`config.mk`:
```
export PLATFORM = sky130hd
export DESIGN_NAME = mfd_scale
export DESIGN_NICKNAME = d
export VERILOG_FILES = /design/src/mfd_pkg.sv /design/src/mfd_scale.sv
export SDC_FILE = /design/constraint.sdc
export NUM_CORES = 1
export LEC_CHECK = 0
export BUFFER_PORTS_ARGS = -buffer_cell sky130_fd_sc_hd__buf_2
export CORE_MARGIN = 4
export CORE_UTILIZATION = 59
export CTS_BUF_LIST = sky130_fd_sc_hd__clkbuf_4 sky130_fd_sc_hd__clkbuf_8
export CTS_CLUSTER_SIZE = 12
export DETAILED_ROUTE_END_ITERATION = 10
export GPL_ROUTABILITY_DRIVEN = 0
export PLACE_DENSITY_LB_ADDON = 0.08
export SYNTH_ARGS = -nofsm -noshare
export SYNTH_HDL_FRONTEND = slang
export SYNTH_SLANG_ARGS = --single-unit
```
`constraint.sdc`:
```
create_clock -name clk -period 7.3 [get_ports clk]
set_input_delay 1.095 -clock clk [delete_from_list [all_inputs] [get_ports clk]]
set_output_delay 1.095 -clock clk [all_outputs]
set_load 0.01 [all_outputs]
```
`src/mfd_pkg.sv`:
```
// Package for the motor feedback frame dispatch block: pipeline depth, field
// widths, register indexes and the types shared by the decode and scale stages.
// No dependencies.
package mfd_pkg;

    localparam int DEF_SLOTS    = 8;
    localparam int MAX_IDS      = 8;     // the id register holds eight nibbles
    localparam int STAGES       = 7;     // decode + six scale stages
    localparam int SCALE_STAGES = STAGES - 1;
    localparam int VAL_W        = 24;    // Q8.16 values
    localparam int MAG_W        = 24;    // magnitude of a range span
    localparam int POS_BITS     = 16;
    localparam int VEL_BITS     = 12;
    localparam int TOR_BITS     = 12;
    localparam int FULL_FRAME   = 8;

    localparam logic [2:0] REG_SLOT_IDS   = 3'd0;
    localparam logic [2:0] REG_SLOT_COUNT = 3'd1;
    localparam logic [2:0] REG_POS_MIN    = 3'd2;
    localparam logic [2:0] REG_POS_MAX    = 3'd3;
    localparam logic [2:0] REG_VEL_MIN    = 3'd4;
    localparam logic [2:0] REG_VEL_MAX    = 3'd5;
    localparam logic [2:0] REG_TOR_MIN    = 3'd6;
    localparam logic [2:0] REG_TOR_MAX    = 3'd7;

    typedef struct packed {
        logic [31:0]              slot_ids;
        logic [3:0]               slot_count;
        logic signed [VAL_W-1:0]  pos_min;
        logic signed [VAL_W-1:0]  pos_max;
        logic signed [VAL_W-1:0]  vel_min;
        logic signed [VAL_W-1:0]  vel_max;
        logic signed [VAL_W-1:0]  tor_min;
        logic signed [VAL_W-1:0]  tor_max;
    } cfg_t;

    // Fields that ride along unchanged to the output.
    typedef struct packed {
        logic                 found;
        logic [2:0]           slot;
        logic [3:0]           fault_state;
        logic [POS_BITS-1:0]  pos_raw;
        logic [VEL_BITS-1:0]  vel_raw;
        logic [TOR_BITS-1:0]  tor_raw;
        logic [7:0]           mos_temp;
        logic [7:0]           coil_temp;
    } meta_t;

    // Operands of one scaling channel: lower end, span sign and magnitude.
    typedef struct packed {
        logic signed [VAL_W-1:0] lo;
        logic                    neg;
        logic [MAG_W-1:0]        mag;
    } span_t;

    typedef struct packed {
        meta_t meta;
        span_t pos;
        span_t vel;
        span_t tor;
    } frame_t;

endpackage

```
`src/mfd_scale.sv`:
```
// One scaling channel: lo + round(raw * span / (2^CODE_BITS - 1)) over six
// register stages, dividing by the all-ones constant through refinement.
// Depends on mfd_pkg.
module mfd_scale #(
    parameter int CODE_BITS = mfd_pkg::POS_BITS
) (
    input  logic                                clk,
    input  logic [mfd_pkg::SCALE_STAGES-1:0]    en,
    input  logic [CODE_BITS-1:0]                raw,
    input  mfd_pkg::span_t                      span,
    output logic signed [mfd_pkg::VAL_W-1:0]    result
);
    import mfd_pkg::*;

    localparam int XW = CODE_BITS + MAG_W + 1;      // product plus rounding term
    localparam int QW = MAG_W + 1;                  // quotient never exceeds span
    localparam logic [XW-1:0] DIV  = XW'((64'd1 << CODE_BITS) - 64'd1);
    localparam logic [XW-1:0] HALF = XW'(((64'd1 << CODE_BITS) - 64'd2) / 64'd2);

    logic [CODE_BITS+MAG_W-1:0] p_reg;
    logic [XW-1:0]              x3_reg, x4_reg, x5_reg;
    logic [QW-1:0]              q0_reg, q1_reg, q2_reg, q3_reg;
    span_t                      s2_reg, s3_reg, s4_reg, s5_reg, s6_reg;
    logic signed [VAL_W-1:0]    res_reg;

    logic [XW-1:0]              x3_next;
    logic [QW-1:0]              q0_next, q1_next, q2_next, q3_next;
    logic [XW:0]                sum4, sum5;
    logic [XW:0]                rem6;
    logic signed [QW:0]         off7;
    logic signed [QW:0]         res_wide;

    // x + q >> n converges to floor(x / (2^n - 1)) from below.
    assign x3_next = XW'(p_reg) + HALF;
    assign q0_next = QW'(x3_next >> CODE_BITS);
    assign sum4    = {1'b0, x3_reg} + (XW+1)'(q0_reg);
    assign q1_next = QW'(sum4 >> CODE_BITS);
    assign sum5    = {1'b0, x4_reg} + (XW+1)'(q1_reg);
    assign q2_next = QW'(sum5 >> CODE_BITS);
    // Remainder x - q*(2^n - 1); at most one step short.
    assign rem6    = {1'b0, x5_reg} + (XW+1)'(q2_reg)
                     - ((XW+1)'(q2_reg) << CODE_BITS);
    assign q3_next = (rem6 >= (XW+1)'(DIV)) ? (q2_reg + 1'b1) : q2_reg;
    assign off7    = s6_reg.neg ? -$signed({1'b0, q3_reg}) : $signed({1'b0, q3_reg});
    assign res_wide = (QW+1)'(s6_reg.lo) + off7;

    always_ff @(posedge clk)
    begin
        if (en[0])
        begin
            p_reg  <= (CODE_BITS+MAG_W)'(raw) * (CODE_BITS+MAG_W)'(span.mag);
            s2_reg <= span;
        end
        if (en[1])
        begin
            x3_reg <= x3_next;
            q0_reg <= q0_next;
            s3_reg <= s2_reg;
        end
        if (en[2])
        begin
            x4_reg <= x3_reg;
            q1_reg <= q1_next;
            s4_reg <= s3_reg;
        end
        if (en[3])
        begin
            x5_reg <= x4_reg;
            q2_reg <= q2_next;
            s5_reg <= s4_reg;
        end
        if (en[4])
        begin
            q3_reg <= q3_next;
            s6_reg <= s5_reg;
        end
        if (en[5])
        begin
            res_reg <= res_wide[VAL_W-1:0];
        end
    end

    assign result = res_reg;

endmodule

```
[Word level (Yosys, flattened, before mapping)]
Cells that the tools add are included.
Operators by class
  multipliers: 1
  add/sub/neg operators: 8
  reduce and logical (&&, ||, !) cells: 0
  shift-type cells: 0
  $lt $le $gt $ge: 1
  eq/ne operators: 0
  muxes and demuxes: 2
  divide/modulo/power cells: 0
  bitwise operators: 0
Operators with widths (number)
  41-bit by 25-bit adder with 41-bit output: 2
  24-bit 2-to-1 mux: 2
  41-bit by 25-bit adder with 42-bit output: 1
  42-bit by 16-bit >= comparator with 1-bit output, second input constant: 1
  42-bit by 41-bit subtractor with 42-bit output: 1
  40-bit by 15-bit adder with 41-bit output, second input constant: 1
  16-bit by 24-bit multiplier with 40-bit output: 1
  24-bit by 1-bit adder with 24-bit output, second input constant: 1
  24-bit adder: 1
  24-bit negator: 1
Storage, ports and cells
  RAM bits: 0
  register bits: 411
  word-level logic and storage cells: 31
  memory bits (read-only): 0
  output and inout bits: 24
  bits in latches: 0
  input port bits: 72
  memories kept: 0

[Longest topological paths before layout]
Gate-level depths: netlist (run 1).
  depth in word-level cells: 4
  mapped depth: 27
  depth with buffers taken out: 26

[Worst setup path before layout (run 1)]
Ideal clock, no wire load.
  path kind: input-to-reg
  start: input port span[8] (netlist name)
  end: register p_reg[38] (data pin)
  stages: 25
  buffers on the path: 1
  path slack: 0.003 ns
  setup time: 0.264 ns
  data arrival time: 7.033 ns
  cell sequence: clkbuf_1 and2_1 fa_1 inv_1 fa_1 fa_1 inv_1 fa_1 fa_1 inv_1 fa_1 inv_1 ha_1 nand4_1 nor2_1 o211ai_1 a2111oi_0 o31ai_1 o21ai_0 a31oi_1 a211oi_1 o21a_1 o21ai_0 a31oi_1 xor2_1
Between the ends
  longest elaborated chain between the ends: 1
RTL lines
  from (decl): line mfd_scale.sv:10  | input mfd_pkg::span_t span,
  16-bit by 24-bit multiplier with 40-bit output: line mfd_scale.sv:51  | p_reg <= (CODE_BITS+MAG_W)'(raw) * (CODE_BITS+MAG_W)'(span.mag);
  to (signal assigned): line mfd_scale.sv:51
  to (decl): line mfd_scale.sv:20  | logic [CODE_BITS+MAG_W-1:0] p_reg;
Every way passes these cells.
A chain may end at the register's enable or synchronous reset.

[Worst setup path in the final report (run 1)]
  start: input port span[7] (netlist name)
  end: register p_reg[39] (data pin)
Same word-level chain as after synthesis.

==> results by group, run 1 <==
Run status
  • Status: complete, no violations

Critical path
  • Setup CP Type: input pin to register
  • Worst R2R Start: q2_reg[8]
  • Worst Setup SP: span[7]
  • CP Capture Type: register
  • R2R Path End: q3_reg[9]
  • Required time worst endpoint: ~7.6 ns
  • Critical Path AT: between 7 and 8 ns
  • CP Max Fanout: 9
  • R2r setup slk: 1.65 ns
  • Worst r2r path cells: 15
  • Startpoint Class: input pin

Synthesis
  • Fraction of registers with async set/reset: 0
  • Main combinational cell family by area after synthesis: adder cells
  • Mapped Nets: 3617
  • Top FF cell, synth: edfxtp_1
  • Compound-gate portion of the synthesized area: 0.0809
  • Synth cell types: 72
  • Mux contribution to synthesized area: 0.00259
  • Post-Synth Simple-Gate Area: 0.132
  • Syn Area/Cell: approximately 11 µm²
  • EDFF count, synth: between 300 and 400
  • Post-synthesis sequential area ratio: 0.364
  • Synth Area in Adders: 0.300
  • Synth warnings: 0
  • Mapped Cells: roughly 3000
  • Post-synthesis xor/xnor area fraction: 0.0530
  • Cell Area, Synth: 0.0319 mm²
  • Synthesized flop and latch total: between 300 and 400

Worst hold path
  • Hold_sp: s5_reg[39]
  • Worst hold path class: register to register
  • Hold EP: s6_reg[39]
  • Hold path depth: 0

Power and ir drop
  • Psw: between 7 and 8 mW
  • Comb pwr share: 0.697
  • Clk pwr share: 0.085
  • Overall Power: approximately 18 mW
  • P_int: 10.0 mW
  • Cell Pwr Density: between 500 and 600 mW/mm²
  • Static leakage: around 16 nW
  • Part of the power in registers: 0.218
  • Worst VDD drop: 632 µV
  • Switching part of the total: 0.435

Flow run
  • Max-cap viol count: 0

Timing
  • Worst slew pin tran: 1.08 ns
  • Tcrit/Tclk final: 0.963
  • Hold Vio Cnt, Final: 0
  • Fmax: ~140 MHz
  • Relative slew slack: 0.278
  • Fin crit period: 7.03 ns
  • Slew Viols, Final: 0
  • Final setup viols: 0
  • WHS: approximately 0.41 ns
  • Setup Skew: ~0.038 ns

Floorplan
  • Die ar.: a little under 0.06 mm²
  • Chip Width: roughly 240 µm
  • Row Count: 84
  • Core ar.: about 0.053 mm²
  • Die H: around 240 µm
  • Starting density of the core: 0.601
  • Io pins: between 90 and 100

Clocking
  • Buffer count from post-CTS setup fixing: 0
  • CTS Root Cell: clkbuf_8
  • Clock transition at path regs: about 0.07 ns
  • H-tree levels: 2
  • Sinks on the clock net: ~390
  • Worst-Skew Late Latency: about 0.6 ns
  • Clock buffer depth: 3
  • CTS Buf Count: between 50 and 60
  • CTS tree: done

Global route
  • Number of global-route vias before repair: around 22000
  • Gr usage total: 0.242
  • Gr ovfl total: 0
  • GRT met3 Usage: 0.0249
  • GR Util met2: 0.434
  • GRT busiest layer: met2
  • GR Util met1: 0.303
  • Initial antenna violation count: 1
  • Largest net degree at the start of global routing: between 70 and 80
  • First-pass GRT wire length: ~110000 µm

Cells and area
  • FILL cells: 4122
  • Layout overhead on the synthesized area: 10.1%
  • Multi-input logic area: approximately 0.018 mm²
  • FF+latch area: roughly 0.012 mm²
  • Share of layout cells above drive strength 1: 0.114
  • Fin cells: roughly 3900
  • Final net count: approximately 3800

Detailed routing
  • Final ANT Viol Nets: 0
  • DRT iter0 DRCs: roughly 1300
  • DRC viols: 0
  • Drt pass-1 iters: 5
  • Routed wire length per instance: about 17 µm
  • Vias: 21600
  • Routed WL: slightly below 70000 µm
  • Via/cell ratio: roughly 5.5

Placement
  • Number of instances in the placed design: 3822
  • Dpl hpwl: roughly 57000 µm
  • Port buffer count: 95
layout make-up:
class                   instances  area share
inverters                     480      0.0514
clock buffers                  64      0.0231
flip-flops and latches        386       0.330
diodes                          1   0.0000713
multi-input cells            2015       0.517
clock inverters                33     0.00471
repair buffers                253      0.0486
well taps                     688      0.0245
cell families after synthesis:
logic type               count (synthesis)
AO/OA/AOI/OAI                          391
XOR/XNOR                               193
adder cells (fa/ha/maj)                574
buffers and inverters                  570
flip-flops                             386
multiplexers                             8
AND/OR/NAND/NOR                        849
critical path, cell delays in order:
cell and delay (ns):
buf_2 0.15, buf_4 0.19, nand2_1 0.10, fa_1 0.56
inv_1 0.07, fa_1 0.56, fa_1 0.47, fa_1 0.53
fa_1 0.56, inv_1 0.06, fa_1 0.52, inv_1 0.04
ha_1 0.29, buf_4 0.14, a21oi_1 0.15, o21ai_0 0.13
a41o_1 0.28, a21o_1 0.21, o211ai_1 0.20, a21boi_1 0.12
a211oi_1 0.27, o21bai_1 0.13, a21oi_1 0.19, o21ai_0 0.11
a21oi_1 0.18, xnor2_1 0.09
synth_stat cells, types with 22 or more instances:
master / number / area (µm²)
ha_1: 258 / 3230
xor2_1: 47 / 412
nand3_1: 57 / 285
and3_1: 30 / 188
inv_1: 480 / 1800
xnor2_1: 146 / 1280
nor2_1: 106 / 398
edfxtp_1: 386 / 11600
o21a_1: 29 / 218
a21oi_1: 110 / 551
o21ai_0: 74 / 370
or3_1: 22 / 138
nand2_1: 327 / 1230
fa_1: 316 / 6330
nand4_1: 27 / 169
a21o_1: 39 / 293
clkbuf_1: 79 / 297
nor3_1: 26 / 130
and2_1: 169 / 1060
power by group through the flow:
stage               registers, mW  clock network (mW)  logic, mW
detailed placement           3.90                   0       12.3
CTS                          3.85                1.56       12.3
global placement             3.88                   0       12.0
floorplan                    3.77                   0       8.40
global route                 3.90                1.66       14.0
finish                       3.85                1.51       12.3
repair_timing:
item / 4_1_cts / 5_1_grt
hold buffers: 0 / 0
hold endpoints to repair: 0 / 0
setup endpoints to repair: 0 / 3
gates resized for setup: 0 / 8
routing by layer:
metal	vias up	wire length [µm]
li1	10300	-
met1	10500	27800
met2	613	35100
met3	169	2720
met4	0	2710
met5	-	0
cells in the final DEF, fill, tap and decap left out, types with 15 or more instances in the layout:
cell and n:
and2_1 169, a21oi_1 110, xnor2_1 146, a21o_1 39, nor3_1 26, nor2b_1 17
nor2_1 106, nand4_1 27, fa_1 316, nand2_1 327, o21ai_0 72, nand2b_1 20
clkbuf_8 53, edfxtp_1 386, ha_1 258, o21a_1 29, buf_4 157, and3_1 30
clkinv_1 17, xor2_1 47, a31oi_1 15, inv_1 480, or3_1 22, nand3_1 57
a211oi_1 16, buf_2 93
worst max-delay path by stage:
| stage | endpoint | depth (start not counted) |
|---|---|---|
| 6_report | p_reg[39] | 26 |
| 5_1_grt | p_reg[39] | 27 |
| 4_1_cts | p_reg[38] | 26 |
| 3_5_place_dp | p_reg[38] | 26 |
| 3_3_place_gp | p_reg[38] | 26 |
| 2_1_floorplan | p_reg[38] | 25 |
metrics by stage:
stage | utilization | area [µm²] | worst slack, ns | setup TNS, ns
6_report | 0.661 | 35100 | 0.270 | 0
5_1_grt | 0.661 | 35100 | -0.00617 | -0.00617
4_1_cts | 0.661 | 35100 | 0.123 | 0
3_5_place_dp | 0.642 | 34100 | -0.525 | -2.33
3_3_place_gp | 0.642 | 34100 | -0.488 | -1.83
2_1_floorplan | - | 31900 | 0.00334 | 0
Power figures use the tool's default switching activity.
==> inputs of run 2 (changes only) <==
Settings changed: CORE_UTILIZATION 59 to 43.
==> run 2 against run 1 <==
Sequential power barely moved. Non-clock buffer count fell by 3. Wire length rose by 8.0%. Register-to-register slack got worse by 0.12 ns. Cell area rose by 1.1%. Combinational power barely moved. Via count fell by 0.35%.
==> results by group, run 2 (same netlist as run 1, synthesis figures left out) <==
Critical path
  • Slowest cell on the critical path: fa_1
  • Critical Path AT: 7.34 ns (-0.03 ns)
  • Startpoint Class: input pin
  • Most frequent CP cell: fa_1
  • Crit path buf inv count: 7 (+1)
  • CP Capture Type: register
  • Critical path's top delay family: adder cells
  • Required time worst endpoint: 7.63 ns (about the same)
  • CP Max Fanout: 10 (+1)
  • Setup CP Type: input pin to register
  • Peak per-stage delay on the critical path: 0.54 ns (-0.02 ns)

Timing
  • Fin crit period: 7.01 ns (-0.0153 ns)
  • Tcrit/Tclk final: 0.961 (-0.00209)
  • WHS: 0.410 ns (-0.00446 ns)
  • Slew Viols, Final: 0 (unchanged)
  • Hold Vio Cnt, Final: 0 (unchanged)
  • Setup Skew: 0.0188 ns (-0.0193 ns)
  • RSZ-0062 raised after global routing: true
  • Relative slew slack: 0.266 (-0.0122)
  • Post-route setup slack: 0.285 ns (+0.0153 ns)
  • Final setup viols: 0 (unchanged)
  • Fmax: 143 MHz (+0.22%)
  • Worst slew pin tran: 1.09 ns (+0.00446 ns)

Placement
  • Port buffer count: 95 (unchanged)
  • Dpl hpwl: 60800 µm (+7.1%)
  • DP Worst Slack: -0.530 ns (-0.00538 ns)
  • Placed inst area: 0.0344 mm² (+0.89%)

Cells and area
  • Final instance area: 0.0355 mm² (+1.1%)
  • Layout overhead on the synthesized area: 11.3%
  • Share of layout cells above drive strength 1: 0.115 (+0.000655)
  • Final net count: 3837 (+0.052%)
  • Most frequent cells in the layout: inv_1 (480), edfxtp_1 (386), nand2_1 (327), fa_1 (316), ha_1 (258)
  • Most common cell after layout, fill and taps aside: inv_1

Run status
  • Status: complete, no violations

Clocking
  • CTS Buf Count: 58 (+9.4%)
  • Clock transition at path regs: 0.06 ns (about the same)
  • Clock buffer depth: 3 (unchanged)
  • CTS Root Cell: clkbuf_8
  • Hold buffers post-CTS: 0 (unchanged)
  • Sinks on the clock net: 386 (unchanged)
  • Worst-Skew Late Latency: 0.60 ns (about the same)
  • H-tree levels: 2 (unchanged)
  • CTS tree: done

Global route
  • Number of global-route vias before repair: 22600 (+1.1%)
  • Gr usage total: 0.189 (-0.0526)
  • Gr ovfl total: 0 (unchanged)
  • Largest net degree at the start of global routing: 75 (-1.3%)
  • First-pass GRT wire length: 120000 µm (+6.8%)
  • Initial antenna violation count: 1 (unchanged)

Floorplan
  • Core ar.: 0.0732 mm² (+38%)
  • Row Count: 99 (+18%)
  • Die H: 280 µm (+17%)
  • Starting density of the core: 0.435 (-0.165)
  • Chip Width: 280 µm (+17%)
  • Io pins: 96 (unchanged)
  • Die ar.: 0.0786 mm² (+36%)

Detailed routing
  • DRC viols: 0 (unchanged)
  • Routed WL: 73800 µm (+8.0%)
  • DRT iter0 DRCs: 1066 (-15%)
  • Drt pass-1 iters: 7 (+2)
  • Via/cell ratio: 5.14 (-6.8%)
  • Final ANT Viol Nets: 0 (unchanged)
  • Vias: 21500 (-0.35%)
  • Routed wire length per instance: 17.6 µm (+1.0%)

Power and ir drop
  • Overall Power: 18.0 mW (+1.7%)
  • Worst VDD drop: 585 µV (-7.4%)
  • Cell Pwr Density: 507 mW/mm² (+0.54%)
  • Static leakage: 15.6 nW (+0.17%)

Worst hold path
  • Worst hold path class: register to register

Flow run
  • Max-cap viol count: 0 (unchanged)
-- run 2: report_power, final --
part	total, mW	switching, mW	internal, mW
registers	3.87	0.379	3.50
clock network	1.65	0.777	0.877
logic	12.5	6.66	5.80
total	18.0	7.82	10.2
-- run 2: layout make-up --
class / count / area, µm²
Multi-Input combinational cell: 2015 / 18100
Inverter: 480 / 1800
Timing Repair Buffer: 250 / 1670
Clock inverter: 21 / 123
Clock buffer: 78 / 955
Antenna cell: 1 / 2.50
Fill cell: 6739 / 37700
Sequential cell: 386 / 11600
Tap cell: 959 / 1200
-- run 2: layer usage --
layer | wire (µm) | vias to the layer above | track usage
li1 | - | 10300 | -
met1 | 32200 | 10600 | 0.245
met2 | 37300 | 455 | 0.340
met3 | 2090 | 122 | 0.0154
met4 | 2160 | 0 | 0.0552
met5 | 0 | - | 0
-- run 2: worst paths after layout --
path | start | end | cells after the start | slack [ns]
min | s3_reg[47] | s4_reg[47] | 0 | 0.41
max reg2reg | q2_reg[22] | q3_reg[9] | 16 | 1.53
min reg2reg | s3_reg[47] | s4_reg[47] | 0 | 0.41
max | raw[6] | p_reg[38] | 26 | 0.29
-- run 2: through the flow --
| step | setup TNS [ns] | std cells | util |
|---|---|---|---|
| detailed placement | -2.30 | 4090 | 0.470 |
| CTS | 0 | 4189 | 0.484 |
| global route | -0.00207 | 4190 | 0.485 |
| floorplan | 0 | 2971 | - |
| finish | 0 | 4190 | 0.485 |
| global placement | -2.20 | 4090 | 0.470 |
-- run 2: repair_timing --
item	CTS	global route
endpoints found under the setup margin	0	4
gates resized for setup	0	6
setup buffers	0	0
-- run 2: worst reg2reg max path, delay by kind of cell, from the launching register on --
family                   cells  cell delay (ns)
adder cells (fa/ha/maj)      2             0.96
AND/OR/NAND/NOR              5             1.67
buffers and inverters        2             0.19
AO/OA/AOI/OAI                6             2.12
XOR/XNOR                     1             0.22
flip-flops                   1             0.40
