### config.mk
export PLATFORM = sky130hd
export DESIGN_NAME = mfd_decode
export DESIGN_NICKNAME = d
export VERILOG_FILES = /design/src/mfd_pkg.sv /design/src/mfd_decode.sv
export SDC_FILE = /design/constraint.sdc
export NUM_CORES = 1
export LEC_CHECK = 0
export BUFFER_PORTS_ARGS = -buffer_cell sky130_fd_sc_hd__buf_2
export CORE_AREA = 2 2 177 179
export CTS_CLUSTER_DIAMETER = 50
export DETAILED_ROUTE_END_ITERATION = 8
export DIE_AREA = 0 0 179 181
export GPL_TIMING_DRIVEN = 0
export HOLD_SLACK_MARGIN = 0.15
export PLACE_DENSITY = 0.82
export SYNTH_ARGS = -nofsm -noshare
export SYNTH_HDL_FRONTEND = slang
export SYNTH_SLANG_ARGS = --single-unit
### constraint.sdc
create_clock -name clk -period 3.56 [get_ports clk]
set_input_delay 0.356 -clock clk [delete_from_list [all_inputs] [get_ports clk]]
set_output_delay 0.356 -clock clk [all_outputs]
set_load 0.01 [all_outputs]
### src/mfd_pkg.sv
// Package for the motor feedback frame dispatch block: pipeline depth, field
// widths, register indexes and the types shared by the decode and scale stages.
// No dependencies.
package mfd_pkg;

    localparam int DEF_SLOTS    = 8;
    localparam int MAX_IDS      = 8;     // the id register holds eight nibbles
    localparam int STAGES       = 7;     // decode + six scale stages
    localparam int SCALE_STAGES = STAGES - 1;
    localparam int VAL_W        = 24;    // Q8.16 values
    localparam int MAG_W        = 24;    // magnitude of a range span
    localparam int POS_BITS     = 16;
    localparam int VEL_BITS     = 12;
    localparam int TOR_BITS     = 12;
    localparam int FULL_FRAME   = 8;

    localparam logic [2:0] REG_SLOT_IDS   = 3'd0;
    localparam logic [2:0] REG_SLOT_COUNT = 3'd1;
    localparam logic [2:0] REG_POS_MIN    = 3'd2;
    localparam logic [2:0] REG_POS_MAX    = 3'd3;
    localparam logic [2:0] REG_VEL_MIN    = 3'd4;
    localparam logic [2:0] REG_VEL_MAX    = 3'd5;
    localparam logic [2:0] REG_TOR_MIN    = 3'd6;
    localparam logic [2:0] REG_TOR_MAX    = 3'd7;

    typedef struct packed {
        logic [31:0]              slot_ids;
        logic [3:0]               slot_count;
        logic signed [VAL_W-1:0]  pos_min;
        logic signed [VAL_W-1:0]  pos_max;
        logic signed [VAL_W-1:0]  vel_min;
        logic signed [VAL_W-1:0]  vel_max;
        logic signed [VAL_W-1:0]  tor_min;
        logic signed [VAL_W-1:0]  tor_max;
    } cfg_t;

    // Fields that ride along unchanged to the output.
    typedef struct packed {
        logic                 found;
        logic [2:0]           slot;
        logic [3:0]           fault_state;
        logic [POS_BITS-1:0]  pos_raw;
        logic [VEL_BITS-1:0]  vel_raw;
        logic [TOR_BITS-1:0]  tor_raw;
        logic [7:0]           mos_temp;
        logic [7:0]           coil_temp;
    } meta_t;

    // Operands of one scaling channel: lower end, span sign and magnitude.
    typedef struct packed {
        logic signed [VAL_W-1:0] lo;
        logic                    neg;
        logic [MAG_W-1:0]        mag;
    } span_t;

    typedef struct packed {
        meta_t meta;
        span_t pos;
        span_t vel;
        span_t tor;
    } frame_t;

endpackage

### src/mfd_decode.sv
// Decode stage: length check, slot id match, field unpack and range spans.
// Depends on mfd_pkg.
module mfd_decode #(
    parameter int SLOTS = mfd_pkg::DEF_SLOTS
) (
    input  logic                clk,
    input  logic                en,
    input  mfd_pkg::cfg_t       cfg,
    input  logic [7:0]          byte_0,
    input  logic [7:0]          byte_1,
    input  logic [7:0]          byte_2,
    input  logic [7:0]          byte_3,
    input  logic [7:0]          byte_4,
    input  logic [7:0]          byte_5,
    input  logic [7:0]          byte_6,
    input  logic [7:0]          byte_7,
    input  logic [3:0]          frame_length,
    output mfd_pkg::frame_t     frame
);
    import mfd_pkg::*;

    localparam int MATCH_SLOTS = (SLOTS < MAX_IDS) ? SLOTS : MAX_IDS;

    frame_t     frame_reg;
    frame_t     frame_next;
    logic       hit;
    logic [2:0] hit_slot;

    function automatic span_t make_span(logic signed [VAL_W-1:0] lo,
                                        logic signed [VAL_W-1:0] hi);
        logic signed [VAL_W:0] diff;
        logic [VAL_W:0]        mag;
        span_t                 s;
        diff  = {hi[VAL_W-1], hi} - {lo[VAL_W-1], lo};
        mag   = diff[VAL_W] ? (~diff + 1'b1) : diff;
        s.lo  = lo;
        s.neg = diff[VAL_W];
        s.mag = mag[MAG_W-1:0];
        return s;
    endfunction

    // Scan downward so the lowest matching slot wins.
    always_comb
    begin
        hit      = 1'b0;
        hit_slot = 3'd0;
        for (int k = MATCH_SLOTS - 1; k >= 0; k--)
        begin
            if ((4'(k) < cfg.slot_count) && (cfg.slot_ids[4*k +: 4] == byte_0[3:0]))
            begin
                hit      = 1'b1;
                hit_slot = 3'(k);
            end
        end
    end

    always_comb
    begin
        frame_next = '0;
        if (hit && (frame_length >= 4'(FULL_FRAME)))
        begin
            frame_next.meta.found       = 1'b1;
            frame_next.meta.slot        = hit_slot;
            frame_next.meta.fault_state = byte_0[7:4];
            frame_next.meta.pos_raw     = {byte_1, byte_2};
            frame_next.meta.vel_raw     = {byte_3, byte_4[7:4]};
            frame_next.meta.tor_raw     = {byte_4[3:0], byte_5};
            frame_next.meta.mos_temp    = byte_6;
            frame_next.meta.coil_temp   = byte_7;
            frame_next.pos              = make_span(cfg.pos_min, cfg.pos_max);
            frame_next.vel              = make_span(cfg.vel_min, cfg.vel_max);
            frame_next.tor              = make_span(cfg.tor_min, cfg.tor_max);
        end
    end

    always_ff @(posedge clk)
    begin
        if (en)
        begin
            frame_reg <= frame_next;
        end
    end

    assign frame = frame_reg;

endmodule

# Word-level counts from Yosys, hierarchy flattened
# Index checks and enable logic that the tools add are counted.
# op_classes
add_sub_neg	6
order_cmp	9
eq_ne	8
n_mux	20
bitwise	4
reduce_logical	12
# ops
operator	n
2-to-1 mux 211 bit	1
subtractor 24 x 24 -> 25 bit	3
adder 24 x 1 -> 24 bit (second input constant)	3
2-to-1 mux 24 bit	3
NOT 24 bit	3
== test 4 bit	8
2-to-1 mux 3 bit	8
< comparator 3 x 4 -> 1 bit (first input constant)	4
logical AND 1 bit	9
< comparator 1 x 4 -> 1 bit (first input constant)	2
< comparator 2 x 4 -> 1 bit (first input constant)	2
2-to-1 mux 1 bit	8
OR reduction 5 bit	1
greater-or-equal comparator 4 bit (second input constant)	1
OR reduction 3 bit	1
OR reduction 2 bit	1
NOT 1 bit	1
# word_totals
regBits	211
inputBits	250
out_inout_bits	211
word_cells	78

# Longest topological paths before layout
# Gate-level depths: netlist of run 1.
# logic_depth
ltp_word	13
mapped_depth	13
depth_no_buf	12

# Worst setup path after synthesis of run 1
# OpenSTA, ideal clock, no wires.
# synth_path
kind	input to register
startpoint	in cfg[0] (netlist name)
endpoint	reg frame_reg (netlist bit frame[18]), data pin
setup_ns	0.268
arrival_time_ns	2.989
slack_ns	0.303
path_stages	12
path_buffers	0
path_cell_list	inv_1 -> ha_1 -> fa_1 -> nand2b_1 -> a211oi_2 -> o21ai_0 -> a221oi_2 -> o2111ai_1 -> or2_1 -> or3_1 -> a21oi_1 -> nor3b_1
# synth_via
elab_chain_cells	4
# synth_lines
element	line	source
from (decl)	mfd_decode.sv:8	input mfd_pkg::cfg_t cfg,
subtractor 24 x 24 -> 25 bit (*)	mfd_decode.sv:34	diff = {hi[VAL_W-1], hi} - {lo[VAL_W-1], lo};
NOT 24 bit	mfd_decode.sv:35	mag = diff[VAL_W] ? (~diff + 1'b1) : diff;
adder 24 x 1 -> 24 bit	mfd_decode.sv:35	
2-to-1 mux 24 bit (*)	mfd_decode.sv:35	
to (signal assigned)	mfd_decode.sv:80	frame_reg <= frame_next;
to (decl)	mfd_decode.sv:24	frame_t frame_reg;
# Mark *: on every way between the ends. The rest lies on a longest branch, timed or not.
# A chain may end at the register's enable or synchronous reset.

# Worst setup path after layout of run 1
# layout_path
startpoint	in cfg[31] (netlist name)
endpoint	reg frame_reg (netlist bit frame[20]), data pin
# Same word-level chain as after synthesis.

==> flow_summary.yaml, run 1 <==
clock_tree:
  path_clk_slew_ns: 0.06
  cts_sinks: 211
  cts.path.max_buffers: 3
  cts_tree: "built"
  numCtsBuffers: 30
  h_tree_lvl_count: 1
  clock-root-buffer: "clkbuf_16"
timing:
  final_period_minus_worst_setup_slack_ns: 3.520
  tightest_slew_ns: 0.9435
  clock.fmax_ghz: 0.2841
  report.final.hold_viol_count: 0
  rsz0062_at_grt: "yes"
  worst_slack_ns: 0.03986
  setup_tns_ns: 0
  number_of_max_slew_violations_in_the_final_report: 0
  slew_headroom_pct: 37.10
  final_min_period_over_clock_period_pct: 98.88
  finalSetupViolCount: 0
run:
  drv.max_cap_violation_count: 0
floorplanning:
  io_pins: 461
  die_area_sq_um: 32400
  initial_utilization_pct: 49.43
  floorplan.rows: 64
  die_height_um: 181
  floorplan.die.width_um: 179
  coreArea_sq_um: 30350
detailed_routing:
  drt_iter0_drc: 1111
  drt.antenna.violating_nets: 0
  detail_route.wirelength_mm: 50.61
  firstDrtPassIters: 7
  post_drt_via_cell_ratio: 5.702
  wl_per_cell_um: 19.54
  detailroute.via_count: 14767
  post-route-drc-count: 0
place:
  dp.cells: 2414
  io_buffer_count: 453
  place_congestion: 0.9270
  dpl.hpwl_mm: 37.24
  pre_cts_ws_ns: -0.8965
power_and_ir_drop:
  power.clock.fraction_pct: 32.5
  cellLeakagePower_nw: 8.634
  comb_power_share_pct: 31.4
  power.net_switching_mw: 2.870
  p_int_mw: 5.705
  power.share.sequential_pct: 36.2
  pwr_density_cell_nw_per_um2: 425.6
  vdd_drop_max_mv: 0.3720
  power.switching_fraction_pct: 33.47
synthesis:
  netlist_area_sq_um: 15000
  yosysTopAreaCellShare_pct: 42.24
  syn_avg_cell_area_sq_um: 9.592
  synth-edff-count: 211
  synth_async_sr_flop_share_pct: 0
  synthesis.instances: 1564
  synthTopCellsByArea: "edfxtp_1 (42%), ha_1 (6.3%), nor2_1 (4.7%)"
  dominantRegCellSynth: "edfxtp_1"
  post_synth_num_cell_types: 111
  synth.ff_latch_count: 211
  yosys_warnings: 0
  mappedNetlistNets: 1892
  synthDominantAreaCellType: "edfxtp_1"
  register_area_share_after_synthesis_pct: 42.24
global_routing:
  grt_antenna_before_repair: 3
  grt_pass1_wl_mm: 76.39
  grt.total_usage_pct: 29.92
  grt_start_max_net_pins: 134
  globalRouteOverflowTotal: 0
  grt_pass1_vias: 14531
cells_and_area:
  fin_cells: 2590
  layout_stage_area_growth_over_the_synthesis_result_pct: 34.31
  final_core_util_pct: 66.39
  largest_register_ffs: 211
  drive_gt1_share_pct: 28.62
  fin_nets: 2499
outcome:
  run_status: "finished, final reports clean"
critical_path:
  end_kind: "register"
  critical_path_required_ns: 3.91
  critical_path_peak_fanout: 6
  critical_path.startpoint_type: "primary input"
  worst-setup-path-type: "in2reg"
  critPathArrivalTime_ns: 3.87
worst_hold_path:
  worst_hold_path_type: "in2reg"
[cell type report]
class | count | area [sq um]
clock buffers | 34 | 787.0
multi-input cells | 1180 | 8179
repair buffers | 577 | 3511
clock inverters | 18 | 143.9
plain buffers | 70 | 310.3
diodes | 3 | 7.507
inverters | 101 | 379.1
well taps | 396 | 495.5
fillers | 2378 | 10200
flip-flops and latches | 211 | 6336
[synthesized netlist by cell type, types with 15 or more instances]
master,n
xnor2_1,42
o21ai_0,63
clkbuf_1,52
nand2_1,85
a211oi_1,20
a21o_1,29
xor2_1,52
buf_2,17
inv_1,100
o21a_1,22
edfxtp_1,211
and2_1,81
nand2b_1,19
ha_1,75
nor2_1,187
a21oi_1,107
mux2i_1,15
nor3_1,33
or3_1,28
nand3_1,33
[per-stage QoR]
stage	power, mW	hold slack (ns)	cell area [sq um]
3_3_place_gp	5.555	0.6311	17760
5_1_grt	8.971	0.1766	20150
6_report	8.575	0.1741	20150
2_1_floorplan	4.727	0.4685	15000
4_1_cts	8.507	0.1523	19870
3_5_place_dp	5.610	0.6341	17800
[placed cells by master, fill, tap and decap left out, drive strengths merged, types with 8 or more instances in the layout]
cell type    Yosys  layout
nand2           86      86
nor4            13      13
xnor2           42      42
clkbuf          52      84
dlygate4sd3      0     113
o31ai           13      13
ha              75      75
o2111ai         12      12
xor2            52      52
inv            101     109
nand4           14      14
nor3b           11      11
and3            11      11
o21bai           8       8
o21ai           77      77
a21o            30      30
edfxtp         211     211
o21a            22      22
o211ai          13      13
a21oi          108     108
a31oi           10      10
buf             20     484
nor2           188     188
mux2i           15      15
and2            83      83
nor2b           12      12
nand2b          19      19
nor3            35      35
nand3           33      33
or3             29      29
a211oi          25      25
or2             17      17
and4             9       9
[what timing repair did]
action / CTS / global route
endpoints found under the setup margin: 21 / 59
hold endpoints to repair: 113 / 0
pin swaps: 0 / 16
buffers inserted: 0 / 10
hold buffers: 113 / 0
gates resized for setup: 2 / 53
[layer usage]
metal / track usage, % / part of all wire, % / up-vias
met5: 0 / 0.022 / -
met4: 16.78 / 6.3 / 2
met3: 6.250 / 8.0 / 174
met2: 52.60 / 49 / 712
met1: 33.27 / 36 / 6913
li1: - / - / 6966
[worst max-delay path, cell delays in order]
cell and delay (ns):
dlygate4sd3_1 0.53, buf_2 0.10, inv_1 0.05, ha_1 0.37, nand2_1 0.15, nor3_1 0.07, o31a_2 0.19, o21ai_0 0.56
nor4b_1 0.56, o31ai_2 0.21, nor4_1 0.28, o21ai_0 0.14, a21oi_1 0.30
[cells by family (layout without fill, tap and decap cells)]
logic type      Yosys count  count (layout)  synth area share, %
buf+inv                 173             800                4.595
xor+xnor                 94              94                5.488
other cells               0               3                    0
flops                   211             211                42.24
simple gates            587             587                20.82
mux                      15              15                1.001
fa+ha+maj                78              78                6.656
compound gates          406             406                19.21
[power by group through the flow]
stage               Sequential, mW  Combinational [mW]  Clock, mW
global placement              3.15                2.40          0
global route                  3.12                2.94       2.92
finish                        3.10                2.69       2.78
floorplan                     3.27                1.45          0
CTS                           3.10                2.58       2.83
detailed placement            3.14                2.47          0
[worst paths after layout]
kind / startpoint / to / cells after the start
min: cfg[72] / frame[74] / 2
max: cfg[31] / frame[20] / 13
(Power assumes the default switching activity.)
==> run 2: changes to the inputs <==
--- a/config.mk
+++ b/config.mk
@@ -5,11 +5,12 @@
 export SDC_FILE = /design/constraint.sdc
 export NUM_CORES = 1
 export LEC_CHECK = 0
+export ABC_AREA = 1
 export BUFFER_PORTS_ARGS = -buffer_cell sky130_fd_sc_hd__buf_2
-export CORE_AREA = 2 2 177 179
+export CORE_AREA = 2 2 181 183
 export CTS_CLUSTER_DIAMETER = 50
 export DETAILED_ROUTE_END_ITERATION = 8
-export DIE_AREA = 0 0 179 181
+export DIE_AREA = 0 0 183 185
 export GPL_TIMING_DRIVEN = 0
 export HOLD_SLACK_MARGIN = 0.15
 export PLACE_DENSITY = 0.82
==> flow_summary.yaml, run 2 <==
outcome:
  run_status: "finished, final reports clean"
place:
  place_congestion: 0.9696
  placed_cell_area_sq_um: 18780
  dp.cells: 3101
  dpl.hpwl_mm: 39.22
  io_buffer_count: 454
floorplanning:
  die_area_sq_um: 33860
  floorplan.die.width_um: 183
  initial_utilization_pct: 49.80
  coreArea_sq_um: 32040
  floorplan.rows: 66
  die_height_um: 185
  io_pins: 461
cells_and_area:
  multi_input_area_sq_um: 7571
  drive_gt1_share_pct: 22.79
  most-common-layout-cells: "nand2_1 (664), buf_2 (466), inv_1 (444), nor2_1 (267), edfxtp_1 (211)"
  fin_cells: 3282
  leading_cell_type_in_the_layout_fill_and_taps_excluded: "nand2_1"
  layout_filler_cell_count: 2664
  fin_nets: 3179
  largest_register_ffs: 211
  antenna-diode-count: 0
  layout.cell_area.non_filler_sq_um: 21010
  seqCellArea_sq_um: 6336
  layout_stage_area_growth_over_the_synthesis_result_pct: 31.65
synthesis:
  syn_avg_cell_area_sq_um: 7.130
  synthDominantAreaCellType: "edfxtp_1"
  synth_fa_ha_area_share_pct: 6.257
  yosysTopAreaCellShare_pct: 39.71
  muxShareOfSynthArea_pct: 0
  mappedNetlistNets: 2566
  synth-edff-count: 211
  register_area_share_after_synthesis_pct: 39.71
  synth.ff_latch_count: 211
  post_synth_num_cell_types: 45
  yosys_warnings: 0
  dominantRegCellSynth: "edfxtp_1"
  synth_async_sr_flop_share_pct: 0
  synth_compound_area_share_pct: 6.634
  synthTopCellsByArea: "edfxtp_1 (40%), nand2_1 (16%), inv_1 (10%)"
  dominant_combinational_cell_family_by_area_after_synthesis: "simple AND/OR/NAND/NOR gates"
  synthesis.instances: 2238
  netlist_area_sq_um: 15960
  synth.most_common_cell: "nand2_1"
  simple_gate_share_of_the_synthesized_area_pct: 33.29
  synth_top_cells_by_count: "nand2_1 (664), inv_1 (444), nor2_1 (267)"
  synth-xor-area-share_pct: 1.262
timing:
  report.final.hold_viol_count: 0
  final_min_period_over_clock_period_pct: 88.64
  number_of_max_slew_violations_in_the_final_report: 0
  setup_tns_ns: 0
  finalSetupViolCount: 0
  hold_ws_ns: 0.1774
  rsz0062_at_grt: "no"
  clock.fmax_ghz: 0.3169
  tightest_slew_ns: 0.7865
  final_period_minus_worst_setup_slack_ns: 3.155
  slew_headroom_pct: 47.57
critical_path:
  critical_path.startpoint_type: "primary input"
  timing.critical_path.cells: "dlygate4sd3_1, buf_2, ha_1, fa_1, inv_1, nand3_1, nand2_1, nand2_1, nand2_1, nand2_1, nand2_1, nand2_1, nand2_1, nand2_1, nand2_2, inv_2, buf_6, nand2_1, o21ai_0, a21oi_1"
  end_kind: "register"
  timing.critical_path.slowest_stage_cell: "dlygate4sd3_1"
  worst-setup-path-type: "in2reg"
  critical_path_required_ns: 3.91
  critPathArrivalTime_ns: 3.51
  timing.critical_path.slowest_cell_delay_ns: 0.56
  cpMostUsedCell: "nand2_1"
  critical_path_peak_fanout: 10
clock_tree:
  h_tree_lvl_count: 1
  cts.path.max_buffers: 3
  cts_tree: "built"
  cts_setup_buffers: 0
  numCtsBuffers: 30
  path_clk_slew_ns: 0.06
  clock-root-buffer: "clkbuf_16"
  ctsHoldBuffers: 126
  cts_sinks: 211
  cts_repair_resize_count: 0
global_routing:
  grt.total_usage_pct: 30.97
  grt_start_max_net_pins: 124
  grt_pass1_wl_mm: 83.03
  grt_pass1_vias: 16266
  grt_antenna_before_repair: 0
  globalRouteOverflowTotal: 0
detailed_routing:
  detail_route.wirelength_mm: 54.50
  drt_iter0_drc: 1230
  firstDrtPassIters: 6
  post-route-drc-count: 0
  post_drt_via_cell_ratio: 5.126
  drt.antenna.violating_nets: 0
  wl_per_cell_um: 16.61
  detailroute.via_count: 16822
power_and_ir_drop:
  cellLeakagePower_nw: 10.97
  fin_total_pwr_mw: 8.842
  pwr_density_cell_nw_per_um2: 420.9
  vdd_drop_max_mv: 0.4102
run:
  drv.max_cap_violation_count: 0
worst_hold_path:
  worst_hold_path_type: "in2reg"
## run 2: cell types whose count changed in the layout (fill, tap and decap cells not counted), sizes merged, moves of 42 or more
cell	delta
clkbuf	-50
inv	+353
nand2	+590
xor2	-42
nor2	+159
nand3	+115
and2	-80
## run 2: layer usage
| layer | up-vias | track usage [%] | routed length (um) |
|---|---|---|---|
| met2 | 714 | 56.98 | 27270 |
| met4 | 0 | 12.45 | 2364 |
| met1 | 7672 | 35.37 | 20940 |
| li1 | 8296 | - | - |
| met3 | 140 | 5.840 | 3929 |
| met5 | - | 0 | 0 |
## run 2: cells by family after synthesis
logic type                 Yosys count
AOI/OAI and AO/OA                  189
and+or+nand+nor                   1249
adders and majority gates           78
buffers and inverters              488
xor gates and xnor gates            23
DFF                                211
## run 2: cell type report
type / count / area share, %
multi-input combinational: 1539 / 36.04
sequential: 211 / 30.16
timing repair buffer: 581 / 17.00
inverter: 454 / 8.136
clock buffer: 34 / 3.645
tap: 408 / 2.430
buffer: 34 / 1.620
clock inverter: 21 / 0.9649
## run 2: power by group
part           total (mW)  internal [mW]  leakage (nW)  switching [mW]
Combinational        2.80          0.995          8.49            1.80
Clock                2.93           1.66         0.472            1.27
Sequential           3.11           3.04          2.01          0.0748
Total                8.84           5.69          11.0            3.15
## run 2: worst max-delay path: cells and delay by family
| family | cells | cell delay (ns) |
|---|---|---|
| compound gates | 2 | 0.35 |
| fa+ha+maj | 2 | 0.64 |
| simple gates | 11 | 1.03 |
| buf+inv | 5 | 1.11 |
## run 2: metrics by stage
stage	setup slack, ns	util (%)
after floorplan	1.045	-
after global placement	-0.6605	58.49
after detailed placement	0.4667	58.60
after CTS	0.4968	65.56
after global routing	0.1096	65.56
final	0.4045	65.56
## run 2: worst paths after layout
kind | from | end | slack (ns) | cells past startpoint
setup / recovery | cfg[120] | frame[103] | 0.40 | 20
hold / removal | cfg[83] | frame[85] | 0.18 | 3
==> run 3: changes to the inputs <==
==> constraint.sdc (replaced) <==
create_clock -name clk -period 3.56 [get_ports clk]
set_input_delay 0.178 -clock clk [delete_from_list [all_inputs] [get_ports clk]]
set_output_delay 0.178 -clock clk [all_outputs]
set_load 0.01 [all_outputs]
==> flow_summary.yaml, run 3 (synthesis results as in run 2) <==
worst_hold_path:
  worst_hold_path_type: "in2reg"
  worst_hold_path.num_cells: 4
timing:
  finalSetupViolCount: 0
  final_min_period_over_clock_period_pct: 83.98
  rsz0062_at_grt: "no"
  slew_headroom_pct: 48.03
  setup_tns_ns: 0
  number_of_max_slew_violations_in_the_final_report: 0
  tightest_slew_ns: 0.7796
  final_period_minus_worst_setup_slack_ns: 2.990
  report.final.hold_viol_count: 0
  clock.fmax_ghz: 0.3345
power_and_ir_drop:
  power.switching_fraction_pct: 35.66
  power.clock.fraction_pct: 33.1
  comb_power_share_pct: 31.8
  pwr_density_cell_nw_per_um2: 419.5
  fin_total_pwr_mw: 8.862
  vdd_drop_max_mv: 0.4035
  power.share.sequential_pct: 35.1
  cellLeakagePower_nw: 11.02
  p_int_mw: 5.702
  power.net_switching_mw: 3.160
critical_path:
  cpMostUsedCell: "nand2_1"
  critPathArrivalTime_ns: 3.30
  timing.critical_path.slowest_stage_cell: "dlygate4sd3_1"
  critical_path_required_ns: 3.87
  timing.critical_path.cells: "dlygate4sd3_1, buf_2, inv_1, ha_1, fa_1, inv_1, nand2_1, nand2_1, nand3_1, nand2_1, nand2_1, nand2_1, nand2_1, nor2_2, nand2_1, nor2_1, nand4_1, nand2_1, nand3_1, nand2_1, nor2_1"
  timing.critical_path.slowest_cell_delay_ns: 0.56
  critical_path_peak_fanout: 6
  worst-setup-path-type: "in2reg"
  end_kind: "register"
  critical_path.startpoint_type: "primary input"
clock_tree:
  cts_setup_buffers: 0
  clock-root-buffer: "clkbuf_16"
  cts_tree: "built"
  numCtsBuffers: 30
  cts_repair_resize_count: 0
  path_clk_slew_ns: 0.06
  cts_sinks: 211
  h_tree_lvl_count: 1
  cts.path.max_buffers: 3
  ctsHoldBuffers: 138
place:
  dpl.hpwl_mm: 39.22
  placed_cell_area_sq_um: 18780
  io_buffer_count: 454
  place_congestion: 0.9696
detailed_routing:
  firstDrtPassIters: 8
  drt_iter0_drc: 1301
  post-route-drc-count: 0
  post_drt_via_cell_ratio: 5.145
  detail_route.wirelength_mm: 55.46
  wl_per_cell_um: 16.84
  detailroute.via_count: 16946
  drt.antenna.violating_nets: 0
floorplanning:
  die_height_um: 185
  io_pins: 461
  coreArea_sq_um: 32040
  floorplan.rows: 66
  initial_utilization_pct: 49.80
  floorplan.die.width_um: 183
  die_area_sq_um: 33860
cells_and_area:
  drive_gt1_share_pct: 22.70
  layout.cell_area.non_filler_sq_um: 21130
  fin_nets: 3191
  largest_register_ffs: 211
  leading_cell_type_in_the_layout_fill_and_taps_excluded: "nand2_1"
  antenna-diode-count: 0
  layout_stage_area_growth_over_the_synthesis_result_pct: 32.40
  most-common-layout-cells: "nand2_1 (664), buf_2 (466), inv_1 (444), nor2_1 (267), edfxtp_1 (211)"
global_routing:
  grt_start_max_net_pins: 124
  grt.total_usage_pct: 31.64
  grt_pass1_vias: 16477
  grt_antenna_before_repair: 0
  globalRouteOverflowTotal: 0
  grt_pass1_wl_mm: 84.83
outcome:
  run_status: "finished, final reports clean"
run:
  drv.max_cap_violation_count: 0
run 3: changes by cell type in the layout (fill, tap and decap cells not counted), sizes merged:
| cell | before | now |
|---|---|---|
| dlygate4sd3 | 126 | 138 |
run 3: metal layers:
metal	track usage (%)	vias up	wire length [um]
met5	0	-	0
met4	13.06	0	2465
met3	7.137	148	4538
met2	57.55	740	27330
met1	35.80	7738	21130
li1	-	8320	-
run 3: through the flow:
step | cells | utilization, % | hold slack [ns] | worst slack [ns]
after floorplan | 2238 | - | 0.2905 | 1.223
after global placement | 3100 | 58.49 | 0.4760 | -0.4825
after global routing | 3294 | 65.94 | 0.2028 | 0.3049
after CTS | 3294 | 65.94 | 0.1550 | 0.6616
final | 3294 | 65.94 | 0.1793 | 0.5703
after detailed placement | 3101 | 58.60 | 0.4816 | 0.6447
run 3: worst paths after layout:
kind                     start    endpoint  slack, ns
worst max-delay path    cfg[0]   frame[19]       0.57
worst min-delay path  cfg[144]  frame[207]       0.18
run 3: final cells by class:
| class | instances | area [sq um] |
|---|---|---|
| plain buffers | 34 | 340.3 |
| clock buffers | 34 | 765.7 |
| clock inverters | 21 | 202.7 |
| fillers | 2646 | 10910 |
| inverters | 454 | 1709 |
| multi-input cells | 1539 | 7571 |
| flip-flops and latches | 211 | 6336 |
| well taps | 408 | 510.5 |
| repair buffers | 593 | 3691 |
run 3: critical path, delay by kind of cell:
family	cells	cell delay, ns
adders and majority gates	2	0.60
and+or+nand+nor	15	1.67
buffers and inverters	4	0.84
run 3: power by group through the flow:
stage	combinational (mW)	sequential [mW]	clock [mW]
floorplan	1.54	3.29	0
global placement	2.56	3.15	0
detailed placement	2.61	3.15	0
CTS	2.75	3.10	2.92
global route	3.12	3.13	3.05
finish	2.82	3.11	2.93
